$ cat src/sv/smc_ram.sv
// ----------------------------------------------------------------------------
// smc_ram: generic single-clock RAM
// One write port, one read port, registered read data held while idle.
// ----------------------------------------------------------------------------
`default_nettype none

module smc_ram #(
	parameter int unsigned WIDTH = 16,
	parameter int unsigned DEPTH = 256,
	localparam int unsigned AW = $clog2(DEPTH)
) (
	input  wire logic             clk,
	input  wire logic             we,
	input  wire logic [AW-1:0]    waddr,
	input  wire logic [WIDTH-1:0] wdata,
	input  wire logic             re,
	input  wire logic [AW-1:0]    raddr,
	output logic [WIDTH-1:0]      rdata
);

	logic [WIDTH-1:0] mem_q [DEPTH];

	always_ff @(posedge clk) begin
		if (we) begin
			mem_q[waddr] <= wdata;
		end
		if (re) begin
			rdata <= mem_q[raddr];
		end
	end

endmodule

`default_nettype wire

$ cat config.mk
export PLATFORM = sky130hd
export DESIGN_NAME = smc_ram
export DESIGN_NICKNAME = d
export VERILOG_FILES = /design/src/sv/smc_ram.sv
export SDC_FILE = /design/constraint.sdc
export NUM_CORES = 2
export LEC_CHECK = 0
export BUFFER_PORTS_ARGS = -buffer_cell sky130_fd_sc_hd__buf_2
export CAP_MARGIN = 30
export CORE_AREA = 2 2 634 636
export CTS_BUF_LIST = sky130_fd_sc_hd__clkbuf_8 sky130_fd_sc_hd__clkbuf_16
export DETAILED_ROUTE_END_ITERATION = 8
export DIE_AREA = 0 0 636 638
export PLACE_DENSITY_LB_ADDON = 0.08
export SETUP_SLACK_MARGIN = 0.4
export SKIP_LAST_GASP = 1
export SYNTH_ARGS = -nofsm -noshare
export SYNTH_HDL_FRONTEND = slang
export SYNTH_SLANG_ARGS = --single-unit
$ cat constraint.sdc
create_clock -name clk -period 8.1 [get_ports clk]
set_input_delay 2.025 -clock clk [delete_from_list [all_inputs] [get_ports clk]]
set_output_delay 2.025 -clock clk [all_outputs]
set_load 0.005 [all_outputs]
* Yosys cells after proc, flatten, opt, wreduce, memory -nomap -nowiden
Memory sizes are Yosys's and may differ from the RTL's. A register that Yosys moved wholly into a read port is not among the register bits.
Cells that the tools add are included.
** Operators by class
- Multiplexer cells :: 2
** Operator list (count)
- $mux 1 :: 2
** Word-level totals
- Flip-flop bits (word level) :: 0
- Memory bits (writable) :: 4096
- Input bits :: 35
- Output and inout port bits :: 16
- Word-level logic and storage cells :: 3
- Memories :: 1
** Memory list
- mem_q :: words 256, bits a word 16, read ports 1, clocked after Yosys merged registers in 1, write ports 1, line 21 : logic [WIDTH-1:0] mem_q [DEPTH];

* Depth between registers and ports, before layout
- Word-level depth :: 2
- Gate-level depth with buffers :: 12
- Gate-level depth less buffers :: 6

* Worst setup path before layout
OpenSTA, ideal clock, no wires.
- Kind :: input port to flip-flop
- Start :: input port raddr[0]
- End :: register rdata[4] (read register of mem_q) (data pin)
- Setup time :: 0.265 ns
- Arrival :: 4.009 ns
- Setup slack :: 3.826 ns
- Stages :: 8
- Buffers on the path :: 3
- Path through :: buf_6 buf_6 buf_2 mux4_2 mux4_2 a22o_1 o32ai_2 nor4_2
** RTL lines
- from (decl) :: line 17 : input wire logic [AW-1:0] raddr,
- to (decl) :: line 18 : output logic [WIDTH-1:0] rdata

==> out/qor.json <==
{
  "run_status": {
    "result_of_the_run": "finished, violations left",
    "violated_checks": "antenna rules, slew limit"
  },
  "clock_network": {
    "cts_tree": "done",
    "clock_latency_at_the_later_pin_of_the_worst_skew_pair_ns": 0.99,
    "cts.repair_timing.setup_buffer_count": 0,
    "number_of_sinks_on_the_clock_net": 4112,
    "cts_inserted_buffers": 438,
    "clock_path_buffers": 4,
    "post_cts_resize_count": 0,
    "cts.hold.buffers_added": 0,
    "cts_root_buffer": "clkbuf_16",
    "clkSlewWorstSetupHoldPaths_ns": 0.07,
    "clock_tree.htree_level_count": 5
  },
  "route": {
    "drc_errors": 0,
    "detail_route.vias_per_cell": 5.84,
    "post_drt_wl_per_cell_um": 34.8,
    "routed-via-count": 79100,
    "drt-pass1-iter-count": 5,
    "postRouteWirelength_um": 472000,
    "initialDrtViolationCount": 9104,
    "drtAntennaViolNets": 1
  },
  "sta": {
    "finalWorstPathRequiredPeriod_ns": 5.38,
    "max_slew_headroom_pct": -3.43,
    "timing_max_transition_violations_final": 84,
    "setup_violations": 0,
    "tightest_slew_ns": 1.55,
    "achievable-frequency_mhz": 186,
    "sum_of_negative_setup_slack_ns": 0,
    "layout_setup_ws_ns": 2.72,
    "report.final.hold_viol_count": 0,
    "final.period_utilization_pct": 66.4,
    "clock-skew-final_ns": 0.0618,
    "rsz0062_at_grt": "no",
    "worst_hold_slack_ns": 1.20
  },
  "place": {
    "place.gp.congestion": 0.829,
    "dpl_cell_area_um2": 168000,
    "buffer_ports.inserted": 50,
    "place_inst": 12700,
    "half_perimeter_wire_length_of_the_detailed_placement_result_um": 282000,
    "pre_cts_slack_ns": 1.75
  },
  "grt": {
    "grt_overflow": 0,
    "grt_antenna_before_repair": 43,
    "grt_pass1_vias": 79100,
    "gr-usage-all-layers_pct": 23.0,
    "grt_start_max_net_pins": 177,
    "grt_pass1_wl_um": 653000
  },
  "critical_path": {
    "sort_of_element_at_the_start_of_the_critical_path": "input pin",
    "critical_path.most_common_cell": "buf_12",
    "critical-path-max-stage-delay_ns": 1.02,
    "timing.critical_path.slowest_stage_cell": "a221oi_1",
    "critical_path.cell_chain": "buf_12 -> buf_12 -> mux4_2 -> mux2_2 -> a221oi_1 -> o31ai_1 -> o32ai_1 -> buf_4 -> nor4_1",
    "cp_data_required_time_ns": 8.82,
    "critical_path_class": "input pin to flip-flop",
    "cp_data_arrival_time_ns": 6.11,
    "critical_path.max_fanout": 56,
    "setup.worst_path.end_class": "flip-flop"
  },
  "floorplanning": {
    "core_area_um2": 399000,
    "ios": 51,
    "die-height_um": 638,
    "row_count": 232,
    "start_util_pct": 39.9,
    "die_area_um2": 406000,
    "chipWidth_um": 636
  },
  "synth": {
    "synthFlopType": "edfxtp_1",
    "number_of_enable_flip_flop_cells_after_synthesis": 4112,
    "post_synth_inst_count": 7360,
    "synthDominantAreaCellType": "edfxtp_1",
    "synth_fp_nets": 7395,
    "syn_area_per_cell_um2": 21.6,
    "ys_seq_area_share_pct": 77.7,
    "mappedNetlistArea_um2": 159000,
    "post-synth-top-area-fraction_pct": 77.7,
    "ys_warn_count": 0,
    "postSynth.asyncResetShare_pct": 0,
    "unique_cell_type_count_in_the_yosys_netlist": 51,
    "ys_ff_latch": 4112,
    "synth.area.top_cells": "edfxtp_1 (78%), mux4_2 (11%), mux2i_1 (3.6%)"
  },
  "final_layout": {
    "most-common-layout-cells": "edfxtp_1 (4,112), mux4_2 (797), mux2i_1 (565), clkbuf_16 (447), buf_4 (402)",
    "number_of_filler_instances_in_the_final_layout": 33300,
    "final_layout_size_suffix_gt1_share_pct": 27.1,
    "finish.cell_count_without_fillers": 13600,
    "layout.cells.most_common": "edfxtp_1",
    "summed_area_of_non_filler_cells_in_the_final_layout_um2": 183000,
    "final_nets": 7933,
    "flow.area_growth_from_synthesis_pct": 15.1
  },
  "pwr": {
    "total_leakage_power_nw": 58.1,
    "ir_worst_vdd_mv": 0.193,
    "power.density_nw_per_um2": 249
  },
  "worst_hold_path": {
    "worst_hold_path_type": "flip-flop to flip-flop"
  },
  "flow_run": {
    "max_cap_violations": 0
  }
}
power by group:
part           switching, W  internal [W]
logic               0.00152      0.000746
registers         0.0000336        0.0235
clock network       0.00831        0.0114
sequential cells by signal, summed over array words and instances, names as in the netlist:
signal,flops
rdata,16
mem_q,4096
metrics by stage:
step                      utilization (%)  power, W
after global placement               42.0    0.0262
after floorplan                         -    0.0251
after CTS                            45.8    0.0459
final                                45.9    0.0455
after detailed placement             42.3    0.0263
after global routing                 45.9    0.0468
final timing paths:
check                 startpoint        end  slack [ns]  cells after the start
setup / recovery        raddr[0]  rdata[11]        2.72                      9
hold / removal     mem_q[234][2]   rdata[2]        1.20                      6
setup reg to reg  mem_q[136][11]  rdata[11]        4.54                      7
hold reg to reg    mem_q[234][2]   rdata[2]        1.20                      6
worst max-delay path, delay by kind of cell:
kind	cells	cell delay, ns
compound gates	3	1.89
buf+inv	3	0.96
mux	2	0.81
simple gates	1	0.07
cell type report:
type                            instances  area [um^2]  share of cell area [%]
Sequential cell                      4112       123000                    67.5
Clock inverter                        367         2940                    1.61
Antenna cell                           18         45.0                  0.0246
Timing Repair Buffer                  550         5300                    2.90
Inverter                                4         27.5                  0.0151
Clock buffer                          447        11200                    6.12
Multi-Input combinational cell       2792        33300                    18.2
Tap cell                             5265         6590                    3.60
cells by family (layout without fill, tap and decap cells):
kind of cell | Yosys count | count (layout) | share of synthesized area, %
buffers and inverters | 456 | 1368 | 1.69
DFF | 4112 | 4112 | 77.7
muxes | 1450 | 1450 | 15.5
other | 0 | 18 | 0
and+or+nand+nor | 556 | 556 | 1.57
AOI/OAI and AO/OA | 786 | 786 | 3.53
cell usage after synthesis, types with 11 or more instances:
cell type  number
a211oi_1       18
a21oi_1       175
a221oi_1       28
a22o_1         32
a22oi_1        43
and3_1         11
buf_1          27
buf_2          76
buf_4          26
buf_6          77
buf_8          11
clkbuf_1      230
edfxtp_1     4112
mux2_2         88
mux2i_1       565
mux4_2        797
nand2_1        38
nand3_1        35
nand4_1        26
nor2_1        304
nor3_1         92
nor4_1         17
o21ai_0        37
o221ai_1      252
o22ai_1       148
o31ai_1        16
o32ai_1        20
per-layer routing:
metal / GRT usage [%] / routed length [um] / part of all wire [%] / up-vias
met5: 0 / 44 / 0.0093 / -
met4: 5.50 / 11600 / 2.5 / 8
met3: 3.08 / 27700 / 5.9 / 536
met2: 36.6 / 223000 / 47 / 2688
met1: 33.7 / 209000 / 44 / 43400
li1: - / - / - / 32500
Note: power is estimated with default switching activity, not from simulation.
