===== config.mk =====
export PLATFORM = sky130hd
export DESIGN_NAME = smc_ctrl
export DESIGN_NICKNAME = d
export VERILOG_FILES = /design/src/sv/smc_pkg.sv /design/src/sv/smc_ctrl.sv
export SDC_FILE = /design/constraint.sdc
export NUM_CORES = 1
export LEC_CHECK = 0
export BUFFER_PORTS_ARGS = -buffer_cell sky130_fd_sc_hd__buf_2
export CORE_MARGIN = 2
export CORE_UTILIZATION = 30
export CTS_BUF_LIST = sky130_fd_sc_hd__clkbuf_8
export DETAILED_ROUTE_END_ITERATION = 10
export PLACE_DENSITY_LB_ADDON = 0.25
export SLEW_MARGIN = 10
export SYNTH_ARGS = -nofsm -noshare
export SYNTH_HDL_FRONTEND = slang
export SYNTH_SLANG_ARGS = --single-unit

===== constraint.sdc =====
create_clock -name clk -period 21.8 [get_ports clk]
set_input_delay 3.27 -clock clk [delete_from_list [all_inputs] [get_ports clk]]
set_output_delay 3.27 -clock clk [all_outputs]
set_load 0.01 [all_outputs]

===== src/sv/smc_pkg.sv =====
// ----------------------------------------------------------------------------
// smc_pkg: shared types, codes and helper functions of the stack machine core
// Item codes, instruction opcodes, sequencer states, latency table and ALU.
// ----------------------------------------------------------------------------
`default_nettype none

package smc_pkg;

	localparam int unsigned STACK_DEPTH_DEF = 128;
	localparam int unsigned MEM_WORDS_DEF   = 65536;

	localparam int unsigned WORD_W  = 16;
	localparam int unsigned SPOUT_W = 7;

	// item codes on the input channel
	localparam logic [1:0] ITEM_TICK = 2'd0;
	localparam logic [1:0] ITEM_WR   = 2'd1;
	localparam logic [1:0] ITEM_RD   = 2'd2;

	// instruction opcodes (full word as stored in memory)
	localparam logic [15:0] OPC_PUSH  = 16'd0;
	localparam logic [15:0] OPC_POP   = 16'd1;
	localparam logic [15:0] OPC_HALT  = 16'd2;
	localparam logic [15:0] OPC_ADD   = 16'd3;
	localparam logic [15:0] OPC_SUB   = 16'd4;
	localparam logic [15:0] OPC_MUL   = 16'd5;
	localparam logic [15:0] OPC_AND   = 16'd6;
	localparam logic [15:0] OPC_OR    = 16'd7;
	localparam logic [15:0] OPC_XOR   = 16'd8;
	localparam logic [15:0] OPC_SHL   = 16'd9;
	localparam logic [15:0] OPC_SHR   = 16'd10;
	localparam logic [15:0] OPC_JMP   = 16'd11;
	localparam logic [15:0] OPC_CJMP  = 16'd12;
	localparam logic [15:0] OPC_LOAD  = 16'd13;
	localparam logic [15:0] OPC_STORE = 16'd14;

	typedef enum logic [4:0] {
		ST_IDLE   = 5'b00001,
		ST_DECODE = 5'b00010,
		ST_OPND   = 5'b00100,
		ST_EXEC   = 5'b01000,
		ST_READ   = 5'b10000
	} state_t;

	typedef struct packed {
		logic [15:0] mem_data;
		logic [15:0] mem_addr;
		logic [1:0]  op;
	} item_t;

	typedef struct packed {
		logic [15:0]        read_word;
		logic               retired;
		logic               halted;
		logic [15:0]        popped_value;
		logic [SPOUT_W-1:0] stack_ptr;
		logic [15:0]        prog_counter;
	} result_t;

	// ticks an opcode waits before it runs; zero for halt and unknown codes
	function automatic logic [2:0] latency_f(input logic [15:0] opc);
		logic [2:0] lat;
		case (opc) inside
			OPC_PUSH, OPC_POP:    lat = 3'd1;
			[OPC_ADD:OPC_SHR]:    lat = 3'd4;
			OPC_JMP:              lat = 3'd2;
			OPC_CJMP:             lat = 3'd4;
			OPC_LOAD, OPC_STORE:  lat = 3'd5;
			default:              lat = 3'd0;
		endcase
		return lat;
	endfunction

	// S op T, low 16 bits kept; shifts of 16 or more give zero
	function automatic logic [15:0] alu_f(input logic [15:0] opc,
			input logic [15:0] s, input logic [15:0] t);
		logic [31:0] prod;
		logic [15:0] res;
		logic        big;
		prod = s * t;
		big  = (t[15:4] != 12'd0);
		case (opc)
			OPC_ADD: res = s + t;
			OPC_SUB: res = s - t;
			OPC_MUL: res = prod[15:0];
			OPC_AND: res = s & t;
			OPC_OR:  res = s | t;
			OPC_XOR: res = s ^ t;
			OPC_SHL: res = big ? 16'd0 : (s << t[3:0]);
			OPC_SHR: res = big ? 16'd0 : (s >> t[3:0]);
			default: res = 16'd0;
		endcase
		return res;
	endfunction

endpackage

`default_nettype wire


===== src/sv/smc_ctrl.sv =====
// ----------------------------------------------------------------------------
// smc_ctrl: sequencer, architectural registers and result register
// Fetch the opcode, count wait ticks, read operands, execute and write back.
// ----------------------------------------------------------------------------
`default_nettype none

module smc_ctrl #(
	parameter int unsigned STACK_DEPTH = smc_pkg::STACK_DEPTH_DEF,
	parameter int unsigned MEM_WORDS   = smc_pkg::MEM_WORDS_DEF,
	localparam int unsigned SP_W   = $clog2(STACK_DEPTH),
	localparam int unsigned MEM_AW = $clog2(MEM_WORDS)
) (
	input  wire logic              clk,
	input  wire logic              arst_n,
	input  wire logic              item_valid,
	input  wire smc_pkg::item_t    item,
	output logic                   item_pop,
	output logic                   mem_we,
	output logic [MEM_AW-1:0]      mem_waddr,
	output logic [15:0]            mem_wdata,
	output logic                   mem_re,
	output logic [MEM_AW-1:0]      mem_raddr,
	input  wire logic [15:0]       mem_rdata,
	output logic                   stk_we,
	output logic [SP_W-1:0]        stk_waddr,
	output logic [15:0]            stk_wdata,
	output logic                   stk_re,
	output logic [SP_W-1:0]        stk_raddr,
	input  wire logic [15:0]       stk_rdata,
	output logic                   res_valid,
	input  wire logic              res_ready,
	output smc_pkg::result_t       res
);
	import smc_pkg::*;

	localparam logic [SP_W-1:0] SP_ONE = SP_W'(1);
	localparam logic [SP_W-1:0] SP_TWO = SP_W'(2);

	state_t          state_q, state_d;
	logic [15:0]     pc_q, pc_d;
	logic [SP_W-1:0] sp_q, sp_d;
	logic [15:0]     pop_q, pop_d;
	logic            halt_q, halt_d;
	logic [2:0]      wait_q, wait_d;
	logic [15:0]     opc_q;
	logic [15:0]     imm_q;
	logic [15:0]     t_q;
	logic            res_valid_q;
	result_t         res_q;

	logic            out_free;
	logic            finish;
	logic            opc_ld;
	logic            retired_d;
	logic [15:0]     rword_d;
	logic [2:0]      wait_nx;
	logic [2:0]      lat;
	logic [15:0]     pc_p1;
	logic [15:0]     pc_p2;
	logic [SP_W-1:0] sp_p1;
	logic [SP_W-1:0] sp_m1;
	logic [SP_W-1:0] sp_m2;

	assign out_free  = !res_valid_q || res_ready;
	assign wait_nx   = wait_q + 3'd1;
	assign lat       = latency_f(mem_rdata);
	assign pc_p1     = pc_q + 16'd1;
	assign pc_p2     = pc_q + 16'd2;
	assign sp_p1     = sp_q + SP_ONE;
	assign sp_m1     = sp_q - SP_ONE;
	assign sp_m2     = sp_q - SP_TWO;
	assign res_valid = res_valid_q;
	assign res       = res_q;

	always_comb begin
		state_d   = state_q;
		pc_d      = pc_q;
		sp_d      = sp_q;
		pop_d     = pop_q;
		halt_d    = halt_q;
		wait_d    = wait_q;
		opc_ld    = 1'b0;
		finish    = 1'b0;
		retired_d = 1'b0;
		rword_d   = 16'd0;
		item_pop  = 1'b0;
		mem_we    = 1'b0;
		mem_waddr = item.mem_addr[MEM_AW-1:0];
		mem_wdata = item.mem_data;
		mem_re    = 1'b0;
		mem_raddr = pc_q[MEM_AW-1:0];
		stk_we    = 1'b0;
		stk_waddr = sp_q;
		stk_wdata = imm_q;
		stk_re    = 1'b0;
		stk_raddr = sp_m1;
		case (state_q)
			ST_IDLE: begin
				if (item_valid) begin
					case (item.op)
						ITEM_TICK: begin
							if (halt_q) begin
								if (out_free) begin
									finish   = 1'b1;
									item_pop = 1'b1;
								end
							end else begin
								mem_re   = 1'b1;
								item_pop = 1'b1;
								state_d  = ST_DECODE;
							end
						end
						ITEM_WR: begin
							if (out_free) begin
								mem_we   = 1'b1;
								finish   = 1'b1;
								item_pop = 1'b1;
							end
						end
						ITEM_RD: begin
							mem_re    = 1'b1;
							mem_raddr = item.mem_addr[MEM_AW-1:0];
							item_pop  = 1'b1;
							state_d   = ST_READ;
						end
						default: begin
							if (out_free) begin
								finish   = 1'b1;
								item_pop = 1'b1;
							end
						end
					endcase
				end
			end
			ST_DECODE: begin
				if (mem_rdata == OPC_HALT) begin
					if (out_free) begin
						finish    = 1'b1;
						retired_d = 1'b1;
						halt_d    = 1'b1;
						wait_d    = wait_nx;
						state_d   = ST_IDLE;
					end
				end else if (lat != 3'd0 && wait_nx == lat) begin
					wait_d    = 3'd0;
					opc_ld    = 1'b1;
					mem_re    = 1'b1;
					mem_raddr = pc_p1[MEM_AW-1:0];
					stk_re    = 1'b1;
					stk_raddr = sp_m1;
					state_d   = ST_OPND;
				end else if (out_free) begin
					finish  = 1'b1;
					wait_d  = wait_nx;
					state_d = ST_IDLE;
				end
			end
			ST_OPND: begin
				stk_re    = 1'b1;
				stk_raddr = sp_m2;
				mem_re    = 1'b1;
				mem_raddr = stk_rdata[MEM_AW-1:0];
				state_d   = ST_EXEC;
			end
			ST_EXEC: begin
				if (out_free) begin
					finish    = 1'b1;
					retired_d = 1'b1;
					state_d   = ST_IDLE;
					case (opc_q) inside
						OPC_PUSH: begin
							stk_we    = 1'b1;
							stk_waddr = sp_q;
							stk_wdata = imm_q;
							sp_d      = sp_p1;
							pc_d      = pc_p2;
						end
						OPC_POP: begin
							sp_d  = sp_m1;
							pop_d = t_q;
							pc_d  = pc_p1;
						end
						OPC_JMP: begin
							pc_d = pc_p1 + imm_q;
						end
						OPC_CJMP: begin
							sp_d = sp_m1;
							pc_d = (t_q != 16'd0) ? (pc_p1 + imm_q) : pc_p2;
						end
						OPC_LOAD: begin
							stk_we    = 1'b1;
							stk_waddr = sp_m1;
							stk_wdata = mem_rdata;
							pc_d      = pc_p1;
						end
						OPC_STORE: begin
							mem_we    = 1'b1;
							mem_waddr = t_q[MEM_AW-1:0];
							mem_wdata = stk_rdata;
							sp_d      = sp_m2;
							pc_d      = pc_p1;
						end
						[OPC_ADD:OPC_SHR]: begin
							stk_we    = 1'b1;
							stk_waddr = sp_m2;
							stk_wdata = alu_f(opc_q, stk_rdata, t_q);
							sp_d      = sp_m1;
							pc_d      = pc_p1;
						end
						default: begin
							retired_d = 1'b0;
						end
					endcase
				end
			end
			ST_READ: begin
				if (out_free) begin
					finish  = 1'b1;
					rword_d = mem_rdata;
					state_d = ST_IDLE;
				end
			end
			default: begin
				state_d = ST_IDLE;
			end
		endcase
	end

	always_ff @(posedge clk or negedge arst_n) begin
		if (!arst_n) begin
			state_q     <= ST_IDLE;
			pc_q        <= 16'd0;
			sp_q        <= '0;
			pop_q       <= 16'd0;
			halt_q      <= 1'b0;
			wait_q      <= 3'd0;
			res_valid_q <= 1'b0;
		end else begin
			state_q <= state_d;
			pc_q    <= pc_d;
			sp_q    <= sp_d;
			pop_q   <= pop_d;
			halt_q  <= halt_d;
			wait_q  <= wait_d;
			if (finish) begin
				res_valid_q <= 1'b1;
			end else if (res_ready) begin
				res_valid_q <= 1'b0;
			end
		end
	end

	always_ff @(posedge clk) begin
		if (opc_ld) begin
			opc_q <= mem_rdata;
		end
		if (state_q == ST_OPND) begin
			imm_q <= mem_rdata;
			t_q   <= stk_rdata;
		end
		if (finish) begin
			res_q.prog_counter <= pc_d;
			res_q.stack_ptr    <= SPOUT_W'(sp_d);
			res_q.popped_value <= pop_d;
			res_q.halted       <= halt_d;
			res_q.retired      <= retired_d;
			res_q.read_word    <= rword_d;
		end
	end

	a_halt_sticky: assert property (@(posedge clk) disable iff (!arst_n)
		halt_q |=> halt_q)
		else $error("halt flag dropped");

	a_state_onehot: assert property (@(posedge clk) disable iff (!arst_n)
		$onehot(state_q))
		else $error("sequencer state not one-hot");

	a_mem_no_rw: assert property (@(posedge clk) disable iff (!arst_n)
		mem_we |-> !mem_re)
		else $error("memory read issued in a write cycle");

	a_opnd_after_decode: assert property (@(posedge clk) disable iff (!arst_n)
		state_q == ST_OPND |-> $past(state_q) == ST_DECODE)
		else $error("operand fetch without decode");

	a_exec_wait_clear: assert property (@(posedge clk) disable iff (!arst_n)
		state_q == ST_EXEC |-> wait_q == 3'd0)
		else $error("wait counter not cleared at execute");

endmodule

`default_nettype wire


== Word-level counts from Yosys, hierarchy flattened ==
Index checks and enable logic that the tools add are counted.

* Bits in registers: 154
* Input bits: 70
* Output and inout bits: 141
* Logic and storage cells: 215

* Add/sub/neg operators: 9
* Multipliers: 1
* Order comparisons: 4
* Eq/ne operators: 30
* Shifts and indexed selects: 2
* Muxes and demuxes: 133
* Bitwise operators: 3
* Reduce and logical (&&, ||, !) cells: 17

{| class="wikitable"
|+ Operators by type and width
! cell !! count
|-
| 2-to-1 mux 16 bit || 45
|-
| equality test 16 x 4 -> 1 bit, second input constant || 11
|-
| 2-to-1 mux 7 bit || 19
|-
| one-hot mux 16 bit (8 select lines) || 1
|-
| equality test 16 x 3 -> 1 bit, second input constant || 4
|-
| one-hot mux 16 bit (3 select lines) || 1
|-
| 2-to-1 mux 1 bit || 44
|-
| adder 16 bit || 2
|-
| equality test 16 x 1 -> 1 bit, second input constant || 2
|-
| equality test 16 x 2 -> 1 bit, second input constant || 2
|-
| greater-or-equal comparator 16 x 2 -> 1 bit, second input constant || 2
|-
| <= comparator 16 x 4 -> 1 bit, second input constant || 2
|-
| logical NOT 16 bit || 2
|-
| 2-to-1 mux 5 bit || 5
|-
| 2-to-1 mux 3 bit || 8
|-
| one-hot mux 5 bit (4 select lines) || 1
|-
| adder 16 x 1 -> 16 bit, second input constant || 1
|-
| adder 16 x 2 -> 16 bit, second input constant || 1
|-
| AND 16 bit || 1
|-
| multiplier 16 x 16 -> 16 bit || 1
|-
| bitwise OR 16 bit || 1
|-
| nonzero test 16 bit || 1
|-
| << shifter 16 x 4 -> 16 bit || 1
|-
| right shift 16 x 4 -> 16 bit || 1
|-
| 30 further kinds || 40
|}

== Logic depth before layout (Yosys ltp) ==
* Depth after elaboration: 13
* Mapped depth: 25

== Worst setup path after synthesis ==
No wires, ideal clock.

* Path kind: input-to-output
* From: input stk_rdata[4]
* To: output stk_wdata[14]
* Arrival: 8,340 ps
* Required time: 18,530 ps
* Slack: 10,190 ps
* Stages: 19
* Buffers on the path: 2
* Cells stage by stage: clkbuf_1 > clkbuf_1 > nand2_1 > fa_1 > fa_1 > fa_1 > fa_1 > inv_1 > fa_1 > inv_1 > fa_1 > inv_1 > ha_1 > and3_1 > a211oi_1 > o21bai_1 > a21oi_1 > xor2_1 > o211ai_1

* Word-level cells in the longest chain between the ends: 12
* Elaborated cells between the ends (all ways): 17
* Classes of those cells: 2 x add/sub; 1 x mul; 2 x shift; 12 x mux

{| class="wikitable"
|+ RTL lines
! item !! line !! text
|-
| from (decl) || smc_ctrl.sv:29 || <nowiki>input wire logic [15:0] stk_rdata,</nowiki>
|-
| branches (longest 2 deep; another with multiplier 16 x 16 -> 16 bit) || - ||
|-
| one-hot mux 16 bit (8 select lines) (*) || smc_pkg.sv:82 || <nowiki>case (opc)</nowiki>
|-
| 2-to-1 mux 16 bit (*) (7 in series) || smc_ctrl.sv:170 || <nowiki>case (opc_q) inside</nowiki>
|-
| 2-to-1 mux 16 bit (*) || smc_ctrl.sv:166 || <nowiki>if (out_free) begin</nowiki>
|-
| 2-to-1 mux 16 bit (*) || smc_ctrl.sv:97 || <nowiki>case (state_q)</nowiki>
|-
| to (decl) || smc_ctrl.sv:26 || <nowiki>output logic [15:0] stk_wdata,</nowiki>
|}

Every way passes the cells marked *.

== Worst setup path after layout ==
* From: input stk_rdata[5]
* To: output stk_wdata[12]

Same word-level chain as after synthesis.

==> qor.txt <==
Reg clk slew, reported paths -> 0.08 ns
Placed Area -> 18,600 um^2
Initial Util -> 0.304
I/O Pins -> 211
Max clock buf depth -> 2
Routability Congestion -> 0.971
First-pass DRT Iterations -> 6
grt total ovfl -> 0
Async SR Flop Fraction -> 0.318
Critical Path Most Common Cell -> fa_1
layout cells sized above 1 -> 0.176
kind of critical path -> input pin to output port
r2r endpoint -> res[15]
Post-synth top flop -> edfxtp_1
RSZ-0062 raised after global routing -> no
row count -> 86
initial antenna violation count -> 5
number of flops mapped to enable cells by yosys -> 105
Leak -> 7.91 nW
area delta synth->final -> 12.6%
fin area -> 18,900 um^2
final slew viol count -> 0
final HPWL from detailed placement -> 57,300 um
worst-skew pair later-pin latency -> 0.58 ns
Die Y -> 241 um
final setup TNS -> 0 ns
CP max-delay cell -> fa_1
Initial DRC Count -> 1,758
global-route wire length before repair -> 109,000 um
Num CTS Buffers -> 17
routed wire length -> 75,600 um
Clock Skews -> 0.0285 ns
Hold Path Origin -> halt_q
critical path buffer and inverter count -> 7
register area share after synthesis -> 0.260
FF-to-FF path depth -> 13
post-detailed-route DRC marker count -> 0
CTS tree -> yes
critical path required time -> 18.53 ns
post-route ant nets -> 0
synthesized area -> 16,800 um^2
Power Dens Cells -> 49.7 nW/um^2
via count -> 16,200
Ys Warns -> 0
hold_ws -> 0.497 ns
status -> finished, final reports clean
Max Fclk -> 78.1 MHz
Synth Instances -> 1,955
Hold Crit Class -> flip-flop to flip-flop
Die ar. -> 58,000 um^2
DR WL/cell -> 26.5 um
number of gates resized after CTS -> 0
CTS Hold Bufs -> 0
critical path fanouts, max -> 17
Crit path arrival time -> 9.53 ns
post-synthesis cell type count -> 89
worst reg2reg startpoint -> pc_q[1]
Worst path max stage delay -> 0.54 ns
IO buf count -> 210
total track usage -> 0.261
slew at the pin with the worst max-slew slack -> 1.09 ns
die width -> 241 um
max_slew headroom -> 0.268
pin count of the biggest net entering global routing -> 58
nets -> 2,365
period utilisation layout -> 0.587
Core ar. -> 55,300 um^2
Final setup viols -> 0
Post-CTS Setup Repair Bufs -> 0
syn nets -> 2,228
Avg Cell Area, Syn -> 8.60 um^2
WHS Path Cells -> 1
clock period minus worst slack -> 12.80 ns
critical path's top delay family -> adder cells
clk sink count -> 154
Final Hold Vio Count -> 0
Hold Path End -> halt_q
crit-path cells -> buf_2, clkinv_1, nor2_1, fa_1, inv_1, fa_1, fa_1, fa_1, inv_1, fa_1, inv_1, fa_1, inv_1, ha_1, and3_1, a211oi_1, xnor2_1, a221oi_1, o21ai_0, buf_2
CP Capture Type -> output port
Startpoint Class -> input pin
H-tree Lvls -> 4
clk root buf -> clkbuf_8
Worst VDD drop -> 0.0512 mV
Vias/cell -> 5.67
vias in the first global route -> 15,600
FF-to-FF setup slack -> 15.87 ns
Max-Cap Viols -> 0
FF+latch count, synth -> 154
-- cell usage in the layout (no fill, tap or decap), types with 14 or more instances in the layout --
cell type    n
buf_2      210
and3_1      14
nand3_1     48
nand2_1    223
dfrtp_1     48
a21oi_1    128
clkbuf_8    17
a31oi_1     18
ha_1       121
mux2i_1     22
nand2b_1    18
buf_4       29
o21ai_1     15
a221o_1     14
nor2_1     196
xor2_1      30
xnor2_1     80
mux2_2      50
o22ai_1     24
mux4_2      20
edfxtp_1   105
o21ai_0     88
a211oi_1    15
and2_1      23
nor3_1      31
a21o_1      16
inv_1      164
fa_1        82
o211ai_1    21
-- stage by stage --
stage          utilization  power [mW]  std cells  worst slack (ns)
2_1_floorplan            -       0.595       1955             10.19
3_3_place_gp         0.336       0.715       2821              9.16
3_5_place_dp         0.336       0.716       2821              9.07
4_1_cts              0.343       0.950       2853              9.05
5_1_grt              0.343        1.01       2853              8.67
6_report             0.343       0.942       2854              9.00
-- worst reg2reg max path: cells and delay by family, from the launching register on --
kind | cells | cell delay (ns)
AOI/OAI and AO/OA | 5 | 1.52
xor gates and xnor gates | 2 | 0.67
adders and majority gates | 2 | 0.82
DFF | 1 | 0.66
and+or+nand+nor | 4 | 1.98
-- how the worst max path moves through the flow --
stage | startpoint | to | depth (start not counted) | slack, ns
after detailed placement | stk_rdata[5] | stk_wdata[12] | 20 | 9.07
after global routing | stk_rdata[5] | stk_wdata[12] | 20 | 8.67
after CTS | stk_rdata[5] | stk_wdata[12] | 20 | 9.05
after global placement | stk_rdata[5] | stk_wdata[12] | 20 | 9.16
after floorplan | stk_rdata[4] | stk_wdata[14] | 19 | 10.19
final | stk_rdata[5] | stk_wdata[12] | 20 | 9.00
-- metal layers --
layer | track usage | share of wire | vias to the layer above
met4 | 0.0868 | 0.029 | 6
met5 | 0 | 0.00054 | -
met2 | 0.408 | 0.46 | 769
met1 | 0.362 | 0.44 | 8093
li1 | - | - | 7180
met3 | 0.0478 | 0.075 | 123
-- power by group --
part	leakage (nW)	switching [mW]	internal, mW
Combinational	6.16	0.234	0.152
Sequential	1.56	0.00545	0.323
Clock	0.197	0.126	0.101
-- Yosys cell counts (all sizes together), types with 13 or more instances --
cell type,count,share of area
a211oi,15,0.0067
a21o,16,0.0071
a21oi,129,0.039
a221o,14,0.0083
a221oi,13,0.0071
a31oi,18,0.0067
and2,25,0.0093
and3,14,0.0052
buf,22,0.0065
clkbuf,99,0.022
dfrtp,48,0.071
edfxtp,105,0.19
fa,82,0.098
ha,121,0.090
inv,166,0.037
mux2,54,0.036
mux2i,22,0.013
mux4,20,0.027
nand2,223,0.050
nand2b,18,0.0067
nand3,48,0.014
nor2,202,0.046
nor3,35,0.012
nor4,14,0.0056
o211ai,21,0.0094
o21ai,105,0.032
o22ai,24,0.0089
o31ai,13,0.0058
xnor2,80,0.042
xor2,30,0.016
-- sequential cells by signal, indices dropped and copies added, names as in the netlist --
signal	cells
halt_q	1
imm_q	16
opc_q	16
pc_q	16
pop_q	16
res	57
res_valid	1
sp_q	7
state_q	5
t_q	16
wait_q	3
-- kinds of logic after synthesis --
group                    share of synthesized area
multiplexers                                0.0760
adder cells (fa/ha/maj)                      0.188
AO/OA/AOI/OAI                                0.177
flip-flops                                   0.260
XOR/XNOR                                    0.0573
buffers and inverters                       0.0670
AND/OR/NAND/NOR                              0.175
-- layout make-up --
type                       count  area [um^2]
clock inverter                15          151
fill                        5900        36400
tap                          748          936
timing repair buffer         239         1270
sequential                   154         4380
clock buffer                  17          234
inverter                     172          646
antenna                        1         2.50
multi-input combinational   1508        11300
(Power assumes the default switching activity.)
