## src/sv/smc_pkg.sv

```systemverilog
// ----------------------------------------------------------------------------
// smc_pkg: shared types, codes and helper functions of the stack machine core
// Item codes, instruction opcodes, sequencer states, latency table and ALU.
// ----------------------------------------------------------------------------
`default_nettype none

package smc_pkg;

	localparam int unsigned STACK_DEPTH_DEF = 128;
	localparam int unsigned MEM_WORDS_DEF   = 65536;

	localparam int unsigned WORD_W  = 16;
	localparam int unsigned SPOUT_W = 7;

	// item codes on the input channel
	localparam logic [1:0] ITEM_TICK = 2'd0;
	localparam logic [1:0] ITEM_WR   = 2'd1;
	localparam logic [1:0] ITEM_RD   = 2'd2;

	// instruction opcodes (full word as stored in memory)
	localparam logic [15:0] OPC_PUSH  = 16'd0;
	localparam logic [15:0] OPC_POP   = 16'd1;
	localparam logic [15:0] OPC_HALT  = 16'd2;
	localparam logic [15:0] OPC_ADD   = 16'd3;
	localparam logic [15:0] OPC_SUB   = 16'd4;
	localparam logic [15:0] OPC_MUL   = 16'd5;
	localparam logic [15:0] OPC_AND   = 16'd6;
	localparam logic [15:0] OPC_OR    = 16'd7;
	localparam logic [15:0] OPC_XOR   = 16'd8;
	localparam logic [15:0] OPC_SHL   = 16'd9;
	localparam logic [15:0] OPC_SHR   = 16'd10;
	localparam logic [15:0] OPC_JMP   = 16'd11;
	localparam logic [15:0] OPC_CJMP  = 16'd12;
	localparam logic [15:0] OPC_LOAD  = 16'd13;
	localparam logic [15:0] OPC_STORE = 16'd14;

	typedef enum logic [4:0] {
		ST_IDLE   = 5'b00001,
		ST_DECODE = 5'b00010,
		ST_OPND   = 5'b00100,
		ST_EXEC   = 5'b01000,
		ST_READ   = 5'b10000
	} state_t;

	typedef struct packed {
		logic [15:0] mem_data;
		logic [15:0] mem_addr;
		logic [1:0]  op;
	} item_t;

	typedef struct packed {
		logic [15:0]        read_word;
		logic               retired;
		logic               halted;
		logic [15:0]        popped_value;
		logic [SPOUT_W-1:0] stack_ptr;
		logic [15:0]        prog_counter;
	} result_t;

	// ticks an opcode waits before it runs; zero for halt and unknown codes
	function automatic logic [2:0] latency_f(input logic [15:0] opc);
		logic [2:0] lat;
		case (opc) inside
			OPC_PUSH, OPC_POP:    lat = 3'd1;
			[OPC_ADD:OPC_SHR]:    lat = 3'd4;
			OPC_JMP:              lat = 3'd2;
			OPC_CJMP:             lat = 3'd4;
			OPC_LOAD, OPC_STORE:  lat = 3'd5;
			default:              lat = 3'd0;
		endcase
		return lat;
	endfunction

	// S op T, low 16 bits kept; shifts of 16 or more give zero
	function automatic logic [15:0] alu_f(input logic [15:0] opc,
			input logic [15:0] s, input logic [15:0] t);
		logic [31:0] prod;
		logic [15:0] res;
		logic        big;
		prod = s * t;
		big  = (t[15:4] != 12'd0);
		case (opc)
			OPC_ADD: res = s + t;
			OPC_SUB: res = s - t;
			OPC_MUL: res = prod[15:0];
			OPC_AND: res = s & t;
			OPC_OR:  res = s | t;
			OPC_XOR: res = s ^ t;
			OPC_SHL: res = big ? 16'd0 : (s << t[3:0]);
			OPC_SHR: res = big ? 16'd0 : (s >> t[3:0]);
			default: res = 16'd0;
		endcase
		return res;
	endfunction

endpackage

`default_nettype wire

```

## src/sv/smc_in_buf.sv

```systemverilog
// ----------------------------------------------------------------------------
// smc_in_buf: one-entry input buffer
// Hold the next item while the sequencer still works on the current one.
// ----------------------------------------------------------------------------
`default_nettype none

module smc_in_buf (
	input  wire logic          clk,
	input  wire logic          arst_n,
	input  wire logic          in_valid,
	output logic               in_ready,
	input  wire smc_pkg::item_t in_item,
	output logic               item_valid,
	output smc_pkg::item_t     item,
	input  wire logic          item_pop
);
	import smc_pkg::*;

	logic  buf_valid_q;
	item_t buf_q;

	assign in_ready   = !buf_valid_q || item_pop;
	assign item_valid = buf_valid_q;
	assign item       = buf_q;

	always_ff @(posedge clk or negedge arst_n) begin
		if (!arst_n) begin
			buf_valid_q <= 1'b0;
		end else if (in_valid && in_ready) begin
			buf_valid_q <= 1'b1;
		end else if (item_pop) begin
			buf_valid_q <= 1'b0;
		end
	end

	always_ff @(posedge clk) begin
		if (in_valid && in_ready) begin
			buf_q <= in_item;
		end
	end

endmodule

`default_nettype wire

```

## config.mk

```make
export PLATFORM = sky130hd
export DESIGN_NAME = smc_in_buf
export DESIGN_NICKNAME = d
export VERILOG_FILES = /design/src/sv/smc_pkg.sv /design/src/sv/smc_in_buf.sv
export SDC_FILE = /design/constraint.sdc
export NUM_CORES = 1
export LEC_CHECK = 0
export BUFFER_PORTS_ARGS = -buffer_cell sky130_fd_sc_hd__buf_2
export CAP_MARGIN = 20
export CORE_MARGIN = 2
export CORE_UTILIZATION = 42
export CTS_CLUSTER_SIZE = 12
export DETAILED_ROUTE_END_ITERATION = 12
export HOLD_SLACK_MARGIN = 0.08
export PLACE_DENSITY_LB_ADDON = 0.1
export SYNTH_ARGS = -nofsm -noshare
export SYNTH_HDL_FRONTEND = slang
export SYNTH_SLANG_ARGS = --single-unit
```

## constraint.sdc

```tcl
create_clock -name clk -period 1.98 [get_ports clk]
set_clock_uncertainty 0.1 [all_clocks]
set_input_delay 0.198 -clock clk [delete_from_list [all_inputs] [get_ports clk]]
set_output_delay 0.198 -clock clk [all_outputs]
set_load 0.01 [all_outputs]
```

# --- Yosys cells after proc, flatten, opt, wreduce, memory -nomap -nowiden ---
# Cells that the tools add are included.
word_totals:
  reg_bits: 35
  inputBits: 38
  output_inout_bits: 36
  word_cells: 10
classes:
  mux: 2
  reduce_logical: 4
op_table:
  columns: ["op", "count"]
  rows:
  - ["1-bit two-way mux", 2]
  - ["2-bit nonzero test", 1]
  - ["1-bit logical AND", 1]
  - ["1-bit logical NOT", 1]
  - ["1-bit logical OR", 1]

# --- Logic depth before layout (Yosys ltp) ---
# Gate-level depths: netlist of the first run.
depth:
  word_depth: 4
  depth_mapped: 2
  depth_no_buf: 2

# --- Worst setup path after synthesis of the first run ---
# No wires, ideal clock.
synth_timing:
  path_kind: "flip-flop to flip-flop"
  start: "register buf_valid_q, in the netlist item_valid"
  end: "register buf_q (netlist bit item[0]) (enable)"
  setup_ps: 343
  arrival_time_ps: 882
  required_time_ps: 1537
  setup_slack_ps: 655
  stages_incl_launch_ff: 3
  path_buffers: 0
  period_less_slack_ps: 1325
  cell_sequence: "dfrtp_1 -> nand2b_4 -> and2_4"
synth_between:
  elab_chain_len: 3
synth_rtl:
  columns: ["element", "line", "source"]
  rows:
  - ["from (decl)", "smc_in_buf.sv:19", "logic buf_valid_q;"]
  - ["from (signal assigned)", "smc_in_buf.sv:28", "buf_valid_q <= 1'b0;"]
  - ["from (signal assigned)", "smc_in_buf.sv:30", "buf_valid_q <= 1'b1;"]
  - ["from (signal assigned)", "smc_in_buf.sv:32", "buf_valid_q <= 1'b0;"]
  - ["1-bit logical NOT", "smc_in_buf.sv:22", "assign in_ready = !buf_valid_q || item_pop;"]
  - ["1-bit logical OR", "smc_in_buf.sv:22", null]
  - ["net in_ready", "smc_in_buf.sv:11", "output logic in_ready,"]
  - ["1-bit logical AND", "smc_in_buf.sv:37", "if (in_valid && in_ready) begin"]
  - ["to (signal assigned)", "smc_in_buf.sv:38", "buf_q <= in_item;"]
  - ["to (decl)", "smc_in_buf.sv:20", "item_t buf_q;"]
# The timed path passes the listed nets, and every way through them passes these cells.
# A chain may end at the register's enable or synchronous reset.

# --- Worst setup path in the final report of the first run ---
layout_timing:
  start: "input in_valid"
  end: "register buf_valid_q, in the netlist item_valid"
layout_between:
  elab_chain_len: 2
  word_cells_on_any_way: 3
  classes_between: "mux (1); reduce/logical (2)"
layout_rtl:
  columns: ["element", "line", "source"]
  rows:
  - ["from (decl)", "smc_in_buf.sv:10", "input wire logic in_valid,"]
  - ["1-bit logical AND (*)", "smc_in_buf.sv:29", "end else if (in_valid && in_ready) begin"]
  - ["1-bit two-way mux or 2-bit nonzero test (tied branches)", null, null]
# Mark *: on every way between the ends. The rest lies on a longest branch, timed or not.

==> flow_summary_export.csv, run 1 <==
group,metric,value,unit
timing,hold_viol,0,
critical_path,worstSetupPathType,"in2reg",
floorplan,dieArea,0.00298,mm²
logic_synthesis,ys_seq_area_frac,0.973,
power,peakVddDrop,0.615,mV
routing,drtIter0Drc,15,
timing,fmax,0.712,GHz
cells_and_area,nets,194,
floorplan,die_x,54.6,µm
critical_path,crit_chain,"dlygate4sd3_1 -> buf_2 -> nand2b_1 -> dlygate4sd3_1",
logic_synthesis,ys_ff_latch,35,
floorplan,row_count,18,
critical_path,cpMostUsedCell,"dlygate4sd3_1",
routing,vias,781,
job,drv_cap,0,
routing,wl,2410,µm
clock_tree,hold_buffers,38,
timing,setup_tns,0,ns
timing,slew_violations,0,
grt,grt_pass1_vias,709,
clock_tree,clock_latency,0.33,ns
logic_synthesis,synthesis.nets,76,
hold_path,hold_path.class,"in2reg",
clock_tree,cts_resized,0,
critical_path,cp_slowest_cell,"dlygate4sd3_1",
logic_synthesis,avgSynthCellArea,28.3,µm²
power,p_leak,0.821,nW
grt,antenna_found_initial,0,
critical_path,max_stage_delay,0.55,ns
floorplan,ios,74,
placed_design,place_congestion,0.691,
clock_tree,cts_tree,"yes",
routing,via_per_inst,4.18,
critical_path,cp_num_buf_inv,3,
logic_synthesis,syn_inst,38,
cells_and_area,diodes,0,
clock_tree,clkTransAtPathRegs,0.09,ns
clock_tree,cts_max_level,2,
critical_path,start_kind,"primary input",
clock_tree,numCtsBuffers,5,
cells_and_area,nFillCells,144,
routing,remaining_drc_errors,0,
logic_synthesis,netlist_top_cells_area,"edfxtp_1 (95%), dfrtp_1 (2.3%), nand2b_4 (1.3%)",
critical_path,path_max_fanout,2,
grt,grt_pass1_wl,3310,µm
grt,grt_max_degree,35,
timing,finalSetupViolations,0,
logic_synthesis,synth_top_area_frac,0.950,
timing,period_share,0.709,
critical_path,cp_top_family,"buffers and inverters",
routing,ant_nets,0,
cells_and_area,layout-drive-gt1-share,0.510,
placed_design,portBuffers,73,
critical_path,worst_ep_required_time,2.10,ns
power,power.density_cell_area,732,mW/mm²
logic_synthesis,yosysTopAreaCell,"edfxtp_1",
timing,slew_headroom,0.719,
floorplan,start_util,0.438,
logic_synthesis,ys_types,5,
placed_design,dp_cells,141,
timing,whs,0.467,ns
cells_and_area,instances_no_fill,187,
critical_path,crit_path_end_kind,"register",
critical_path,rrSetupSlack,0.59,ns
grt,grt-ovfl-total,0,
cells_and_area,syn_to_final_growth,77.4,%
clock_tree,clock-root-buffer,"clkbuf_4",
timing,rsz0062_at_grt,"false",
run_status,outcome,"finished clean",
floorplan,die_h,54.6,µm
timing,finalCriticalPeriod,1.40,ns
cells_and_area,final_cell_mix,"buf_2 (73), dlygate4sd3_1 (38), edfxtp_1 (34), clkbuf_4 (5), clkbuf_1 (3)",
logic_synthesis,ys_warn_count,0,
routing,drtPass1Iterations,3,
logic_synthesis,syn-cell-area,0.00107,mm²
floorplan,coreArea,0.00245,mm²
clock_tree,clock_path_buffers,2,
clock_tree,post_cts_buffers,0,
critical_path,cp.arrival,1.52,ns
timing,tightest_slew,0.421,ns
routing,wl_per_cell,12.9,µm
clock_tree,cts_sinks,35,
grt,grt_usage,0.177,
cells_and_area,final_common_cell,"buf_2",
-- cells in the mapped netlist --
| master | number |
|---|---|
| dfrtp_1 | 1 |
| nand2b_4 | 1 |
| and2_4 | 1 |
| edfxtp_1 | 34 |
| nand2b_1 | 1 |
-- power breakdown --
group | leakage, nW | total (W) | switching, W | internal, W
clock | 0.0265 | 0.000347 | 0.000206 | 0.000141
sequential | 0.335 | 0.000871 | 0.0000103 | 0.000861
combinational | 0.460 | 0.000177 | 0.0000729 | 0.000104
total | 0.821 | 0.00140 | 0.000289 | 0.00111
-- layout make-up --
cell class / count / area [µm²] / share of cell area
Sequential cell: 35 / 1050 / 0.549
Multi-Input combinational cell: 3 / 28.8 / 0.0151
Clock buffer: 8 / 48.8 / 0.0256
Timing Repair Buffer: 111 / 746 / 0.391
Tap cell: 30 / 37.5 / 0.0197
-- registers in the layout (all words and copies together), names as in the netlist --
signal,count
item,34
item_valid,1
-- cell families after synthesis --
logic type       after synthesis  synth area share
AND/OR/NAND/NOR                3            0.0268
flip-flops                    35             0.973
-- stage by stage --
stage                     utilization  cell area [µm²]  power (W)  setup slack [ns]
after floorplan                     -             1070   0.000930             0.655
after global placement          0.602             1480    0.00100             0.641
after detailed placement        0.602             1480    0.00101             0.612
after CTS                       0.777             1910    0.00140             0.588
after global routing            0.777             1910    0.00145             0.523
final                           0.777             1910    0.00140             0.576
-- metal layers --
layer	GRT usage	share of wire	up-vias
met3	0.0710	0.10	5
li1	-	-	386
met2	0.286	0.50	48
met1	0.199	0.38	342
met4	0.100	0.019	0
met5	0	0	-
-- final timing paths --
path / startpoint / endpoint / cells after the start
setup / recovery: in_valid / item_valid / 4
hold / removal: in_item[9] / item[9] / 2
setup reg to reg: item_valid / item[14] / 2
hold reg to reg: item_valid / item[13] / 2
max in group asynchronous: arst_n / item_valid / 3
min in group asynchronous: arst_n / item_valid / 3
Note: power is estimated with default switching activity, not from simulation.
==> inputs of run 2 (changes only) <==
--- a/config.mk
+++ b/config.mk
@@ -8,7 +8,7 @@
 export BUFFER_PORTS_ARGS = -buffer_cell sky130_fd_sc_hd__buf_2
 export CAP_MARGIN = 20
 export CORE_MARGIN = 2
-export CORE_UTILIZATION = 42
+export CORE_UTILIZATION = 39
 export CTS_CLUSTER_SIZE = 12
 export DETAILED_ROUTE_END_ITERATION = 12
 export HOLD_SLACK_MARGIN = 0.08
==> constraint.sdc (replaced) <==
create_clock -name clk -period 1.4 [get_ports clk]
set_clock_uncertainty 0.1 [all_clocks]
set_input_delay 0.14 -clock clk [delete_from_list [all_inputs] [get_ports clk]]
set_output_delay 0.14 -clock clk [all_outputs]
set_load 0.01 [all_outputs]
==> run 2 against run 1 <==
Effect of this change:
- sequential share of layout area fell by 1.2 points
- flip-flop and latch count did not move
- utilization fell by 5.2 points
- final area rose by 2.2%
- first-iteration DRC count rose by 53%
- non-clock buffer count rose by 2
- combinational power rose by 51%
- final cell count rose by 1.6%
- routed wire length rose by 2.7%
- critical path type unchanged
- critical path depth did not move
- largest power group unchanged
- power rose by 43%
==> flow_summary_export.csv, run 2 (synthesis gave the netlist of run 1 again) <==
group,metric,value,unit
placed_design,place_congestion,0.659,
timing,layout_setup_ws,0.0287,ns
power,power_frac_clock,0.247,
floorplan,die_x,56.5,µm
grt,grt_pass1_vias,792,
cells_and_area,instances_no_fill,190,
timing,finalSetupViolations,0,
floorplan,ios,74,
grt,grt-ovfl-total,0,
routing,wl,2470,µm
timing,slew_headroom,0.892,
cells_and_area,nets,196,
timing,setup_tns,0,ns
power,power.density_cell_area,1020,mW/mm²
run_status,outcome,"finished clean",
floorplan,row_count,19,
floorplan,die_h,56.5,µm
power,p_seq_frac,0.618,
routing,ant_nets,0,
cells_and_area,syn_to_final_growth,81.3,%
grt,grt_usage,0.169,
hold_path,hold_path.class,"in2reg",
grt,antenna_found_initial,0,
placed_design,place_area,0.00152,mm²
clock_tree,cts_tree,"yes",
clock_tree,cts_resized,0,
critical_path,path_max_fanout,2,
critical_path,crit_end,"item_valid",
placed_design,portBuffers,73,
timing,slew_violations,0,
routing,via_per_inst,4.13,
clock_tree,clock-root-buffer,"clkbuf_4",
critical_path,rrSetupSlack,0.05,ns
placed_design,dp_slack,0.197,ns
clock_tree,cts_sinks,35,
routing,remaining_drc_errors,0,
cells_and_area,layout-drive-gt1-share,0.516,
routing,drtPass1Iterations,4,
clock_tree,numCtsBuffers,5,
critical_path,startpoint,"in_valid",
power,p_total,0.00199,W
grt,grt_pass1_wl,3810,µm
critical_path,crit_path_end_kind,"register",
critical_path,worstSetupPathType,"in2reg",
critical_path,r2r_start,"item_valid",
critical_path,r2r_cells,3,
critical_path,r2r_end,"item_valid",
clock_tree,clock_latency,0.33,ns
power,switchingPower,0.000428,W
clock_tree,clkTransAtPathRegs,0.10,ns
floorplan,dieArea,0.00319,mm²
routing,wl_per_cell,13.0,µm
critical_path,cp.arrival,1.49,ns
power,p_leak,0.840,nW
power,peakVddDrop,0.917,mV
grt,grt_max_degree,19,
critical_path,worst_ep_required_time,1.52,ns
floorplan,start_util,0.400,
timing,tightest_slew,0.163,ns
floorplan,coreArea,0.00269,mm²
clock_tree,hold_buffers,38,
power,p_int,0.00156,W
cells_and_area,fin_area,0.00195,mm²
cells_and_area,diodes,0,
power,swShare,0.215,
routing,drtIter0Drc,23,
timing,period_share,0.979,
critical_path,start_kind,"primary input",
clock_tree,cts_max_level,2,
placed_design,dp_cells,144,
cells_and_area,final_cell_mix,"buf_2 (73), dlygate4sd3_1 (38), edfxtp_1 (34), clkbuf_4 (5)",
clock_tree,post_cts_buffers,0,
job,drv_cap,0,
timing,hold_viol,0,
clock_tree,clock_path_buffers,2,
cells_and_area,final_common_cell,"buf_2",
cells_and_area,largest_reg_flops,34,
timing,finalCriticalPeriod,1.37,ns
timing,rsz0062_at_grt,"false",
power,power_frac_comb,0.135,
timing,fmax,0.729,GHz
routing,vias,785,
cells_and_area,nFillCells,190,
[run 2: cell types whose count changed in the layout (fill, tap and decap cells not counted), sizes merged]
| cell | change |
|---|---|
| buf | +2 |
| clkbuf | -2 |
| clkinv | +2 |
[run 2: critical path, cell delays in order]
cell	delay [ns]
dlygate4sd3_1	0.54
buf_2	0.13
nand2b_1	0.12
dlygate4sd3_1	0.56
[run 2: worst min-delay path by stage]
stage | startpoint | endpoint | depth (start not counted)
after global routing | item_pop | item[9] | 4
after global placement | arst_n | item_valid | 1
after detailed placement | arst_n | item_valid | 1
final | item_pop | item[28] | 4
after CTS | item_pop | item[30] | 4
after floorplan | arst_n | item_valid | 0
[run 2: cell type report]
cell class	count	area, µm²	share of cell area
multi-input combinational	3	28.8	0.0148
clock inverter	2	7.51	0.00385
tap	31	38.8	0.0199
sequential	35	1050	0.537
timing repair buffer	113	786	0.403
clock buffer	6	41.3	0.0212
[run 2: power groups by stage]
stage / combinational (W) / clock (W) / sequential, W
4_1_cts: 0.000267 / 0.000506 / 0.00123
6_report: 0.000268 / 0.000493 / 0.00123
5_1_grt: 0.000288 / 0.000561 / 0.00124
3_5_place_dp: 0.000186 / 0 / 0.00126
2_1_floorplan: 0.0000268 / 0 / 0.00129
3_3_place_gp: 0.000182 / 0 / 0.00125
[run 2: routing by layer]
layer  track usage  part of all wire
met5             0                 0
met4        0.0510             0.014
met3        0.0829              0.10
met2         0.294              0.54
met1         0.179              0.35
[run 2: stage by stage]
| stage | hold slack (ns) | util |
|---|---|---|
| 2_1_floorplan | -0.256 | - |
| 3_3_place_gp | -0.185 | 0.565 |
| 3_5_place_dp | -0.181 | 0.565 |
| 4_1_cts | 0.332 | 0.725 |
| 5_1_grt | 0.341 | 0.725 |
| 6_report | 0.347 | 0.725 |
==> inputs of run 3 (changes only) <==
--- a/config.mk
+++ b/config.mk
@@ -5,12 +5,12 @@
 export SDC_FILE = /design/constraint.sdc
 export NUM_CORES = 1
 export LEC_CHECK = 0
-export BUFFER_PORTS_ARGS = -buffer_cell sky130_fd_sc_hd__buf_2
 export CAP_MARGIN = 20
-export CORE_MARGIN = 2
-export CORE_UTILIZATION = 39
+export CORE_MARGIN = 4
+export CORE_UTILIZATION = 52
 export CTS_CLUSTER_SIZE = 12
 export DETAILED_ROUTE_END_ITERATION = 12
+export DONT_BUFFER_PORTS = 1
 export HOLD_SLACK_MARGIN = 0.08
 export PLACE_DENSITY_LB_ADDON = 0.1
 export SYNTH_ARGS = -nofsm -noshare
==> run 3 against run 2 <==
Effect of this change:
- critical path depth down 1
- setup slack better by 0.055 ns
- final area down 19%
- global-route usage up 1.2 points
- combinational power down 49%
- clock-buffer cell count up 1
- largest power group unchanged
==> flow_summary_export.csv, run 3 (synthesis gave the netlist of run 1 again) <==
group,metric,value,unit
run_status,outcome,"finished clean",
critical_path,max_stage_delay,0.46,ns
cells_and_area,syn_to_final_growth,46.9,%
timing,hold_viol,0,
clock_tree,cts_max_level,2,
cells_and_area,multi_input_area,28.8,µm²
critical_path,r2r_cells,3,
routing,routedLengthMet1,649,µm
grt,grt_pass1_wl,3210,µm
clock_tree,cts_resized,0,
timing,slew_violations,0,
power,p_leak,0.557,nW
critical_path,cp_num_buf_inv,1,
timing,tightest_slew,0.205,ns
power,power_frac_clock,0.256,
floorplan,die_h,53.5,µm
floorplan,coreArea,0.00196,mm²
clock_tree,numCtsBuffers,5,
critical_path,worstSetupPathType,"reg2reg",
hold_path,worstHoldStart,"in_valid",
timing,setup_tns,0,ns
critical_path,r2r_start,"item_valid",
grt,grt_max_degree,20,
power,switchingPower,0.000388,W
routing,drtIter0Drc,19,
routing,ant_nets,0,
hold_path,hold_end,"item[1]",
critical_path,cp.arrival,1.26,ns
cells_and_area,regArea,0.00105,mm²
timing,slew_headroom,0.863,
critical_path,worst_ep_required_time,1.34,ns
hold_path,whs_path_depth,2,
critical_path,cp_slowest_cell,"dfrtp_1",
clock_tree,clock-root-buffer,"clkbuf_4",
grt,grt-ovfl-total,0,
clock_tree,cts_sinks,35,
floorplan,dieArea,0.00286,mm²
placed_design,portBuffers,0,
timing,period_share,0.940,
critical_path,rrSetupSlack,0.08,ns
floorplan,die_x,53.5,µm
power,p_int,0.00151,W
cells_and_area,diodes,0,
hold_path,hold_path.class,"in2reg",
placed_design,place_congestion,0.616,
timing,whs,0.130,ns
grt,grt_pass1_vias,585,
floorplan,start_util,0.548,
critical_path,path_max_fanout,19,
critical_path,crit_path_end_kind,"register",
routing,wl,2200,µm
power,peakVddDrop,1.07,mV
floorplan,ios,74,
timing,fmax,0.760,GHz
cells_and_area,nets,123,
job,drv_cap,0,
cells_and_area,final_common_cell,"dlygate4sd3_1",
cells_and_area,nFillCells,112,
routing,dr_wl_met3,299,µm
routing,remaining_drc_errors,0,
power,p_seq_frac,0.672,
power,power_frac_comb,0.072,
critical_path,crit_chain,"nand2b_4 -> and2_4 -> buf_12",
routing,dr.max_layer_used,"met4",
routing,wl_per_cell,19.5,µm
clock_tree,clock_latency,0.33,ns
cells_and_area,final_cell_mix,"dlygate4sd3_1 (38), edfxtp_1 (34), clkbuf_4 (5), clkbuf_1 (2), buf_12 (2)",
floorplan,row_count,16,
power,power.density_cell_area,1200,mW/mm²
grt,grt_usage,0.181,
critical_path,cp_top_family,"flip-flops",
routing,vias,554,
clock_tree,cts_tree,"yes",
critical_path,r2r_end,"item[8]",
routing,drtPass1Iterations,6,
cells_and_area,layout-drive-gt1-share,0.116,
timing,finalCriticalPeriod,1.32,ns
clock_tree,clkTransAtPathRegs,0.10,ns
clock_tree,clock_path_buffers,2,
routing,route.met2.wl,1220,µm
power,swShare,0.205,
timing,finalSetupViolations,0,
critical_path,start_kind,"register",
cells_and_area,largest_reg_flops,34,
routing,via_per_inst,4.90,
grt,antenna_found_initial,0,
timing,rsz0062_at_grt,"false",
-- run 3: worst max-delay path by stage --
| stage | startpoint | endpoint | cells after the start |
|---|---|---|---|
| floorplan | item_valid | item[0] | 2 |
| global route | item_valid | item[26] | 3 |
| detailed placement | item_valid | item[9] | 3 |
| CTS | item_valid | item[11] | 3 |
| global placement | item_valid | item[11] | 3 |
| finish | item_valid | item[8] | 3 |
-- run 3: layout make-up --
class                           instances  area share
Sequential cell                        35       0.662
Timing Repair Buffer                   40       0.266
Clock buffer                            7      0.0285
Tap cell                               27      0.0214
Multi-Input combinational cell          3      0.0182
Clock inverter                          1     0.00317
-- run 3: timing repair --
item	4_1_cts	5_1_grt
endpoints found under the hold margin	36	0
hold buffers	38	0
buffers inserted	0	0
setup endpoints to repair	0	0
-- run 3: power groups by stage --
stage               logic (W)  registers, W  clock network [W]
finish               0.000137       0.00127           0.000486
CTS                  0.000134       0.00127           0.000480
global route         0.000147       0.00128           0.000574
floorplan           0.0000268       0.00129                  0
detailed placement  0.0000500       0.00130                  0
global placement    0.0000481       0.00130                  0
-- run 3: worst reg2reg max path: stages, from the launching register on --
cell      delay (ns)
dfrtp_1         0.46
nand2b_4        0.12
and2_4          0.18
buf_12          0.16
-- run 3: metal layers --
metal,vias to the layer above,global-route usage
met5,-,0
met4,0,0.0894
met3,4,0.121
met2,51,0.302
met1,256,0.165
li1,243,-
-- run 3: metrics by stage --
step            util  cells  cell area [µm²]  setup WS, ns  power [W]
3_5_place_dp   0.585     67             1150         0.117    0.00135
2_1_floorplan      -     38             1070        0.0749    0.00131
6_report       0.805    113             1580        0.0838    0.00190
4_1_cts        0.805    113             1580        0.0924    0.00189
3_3_place_gp   0.585     67             1150         0.125    0.00135
5_1_grt        0.805    113             1580        0.0517    0.00200
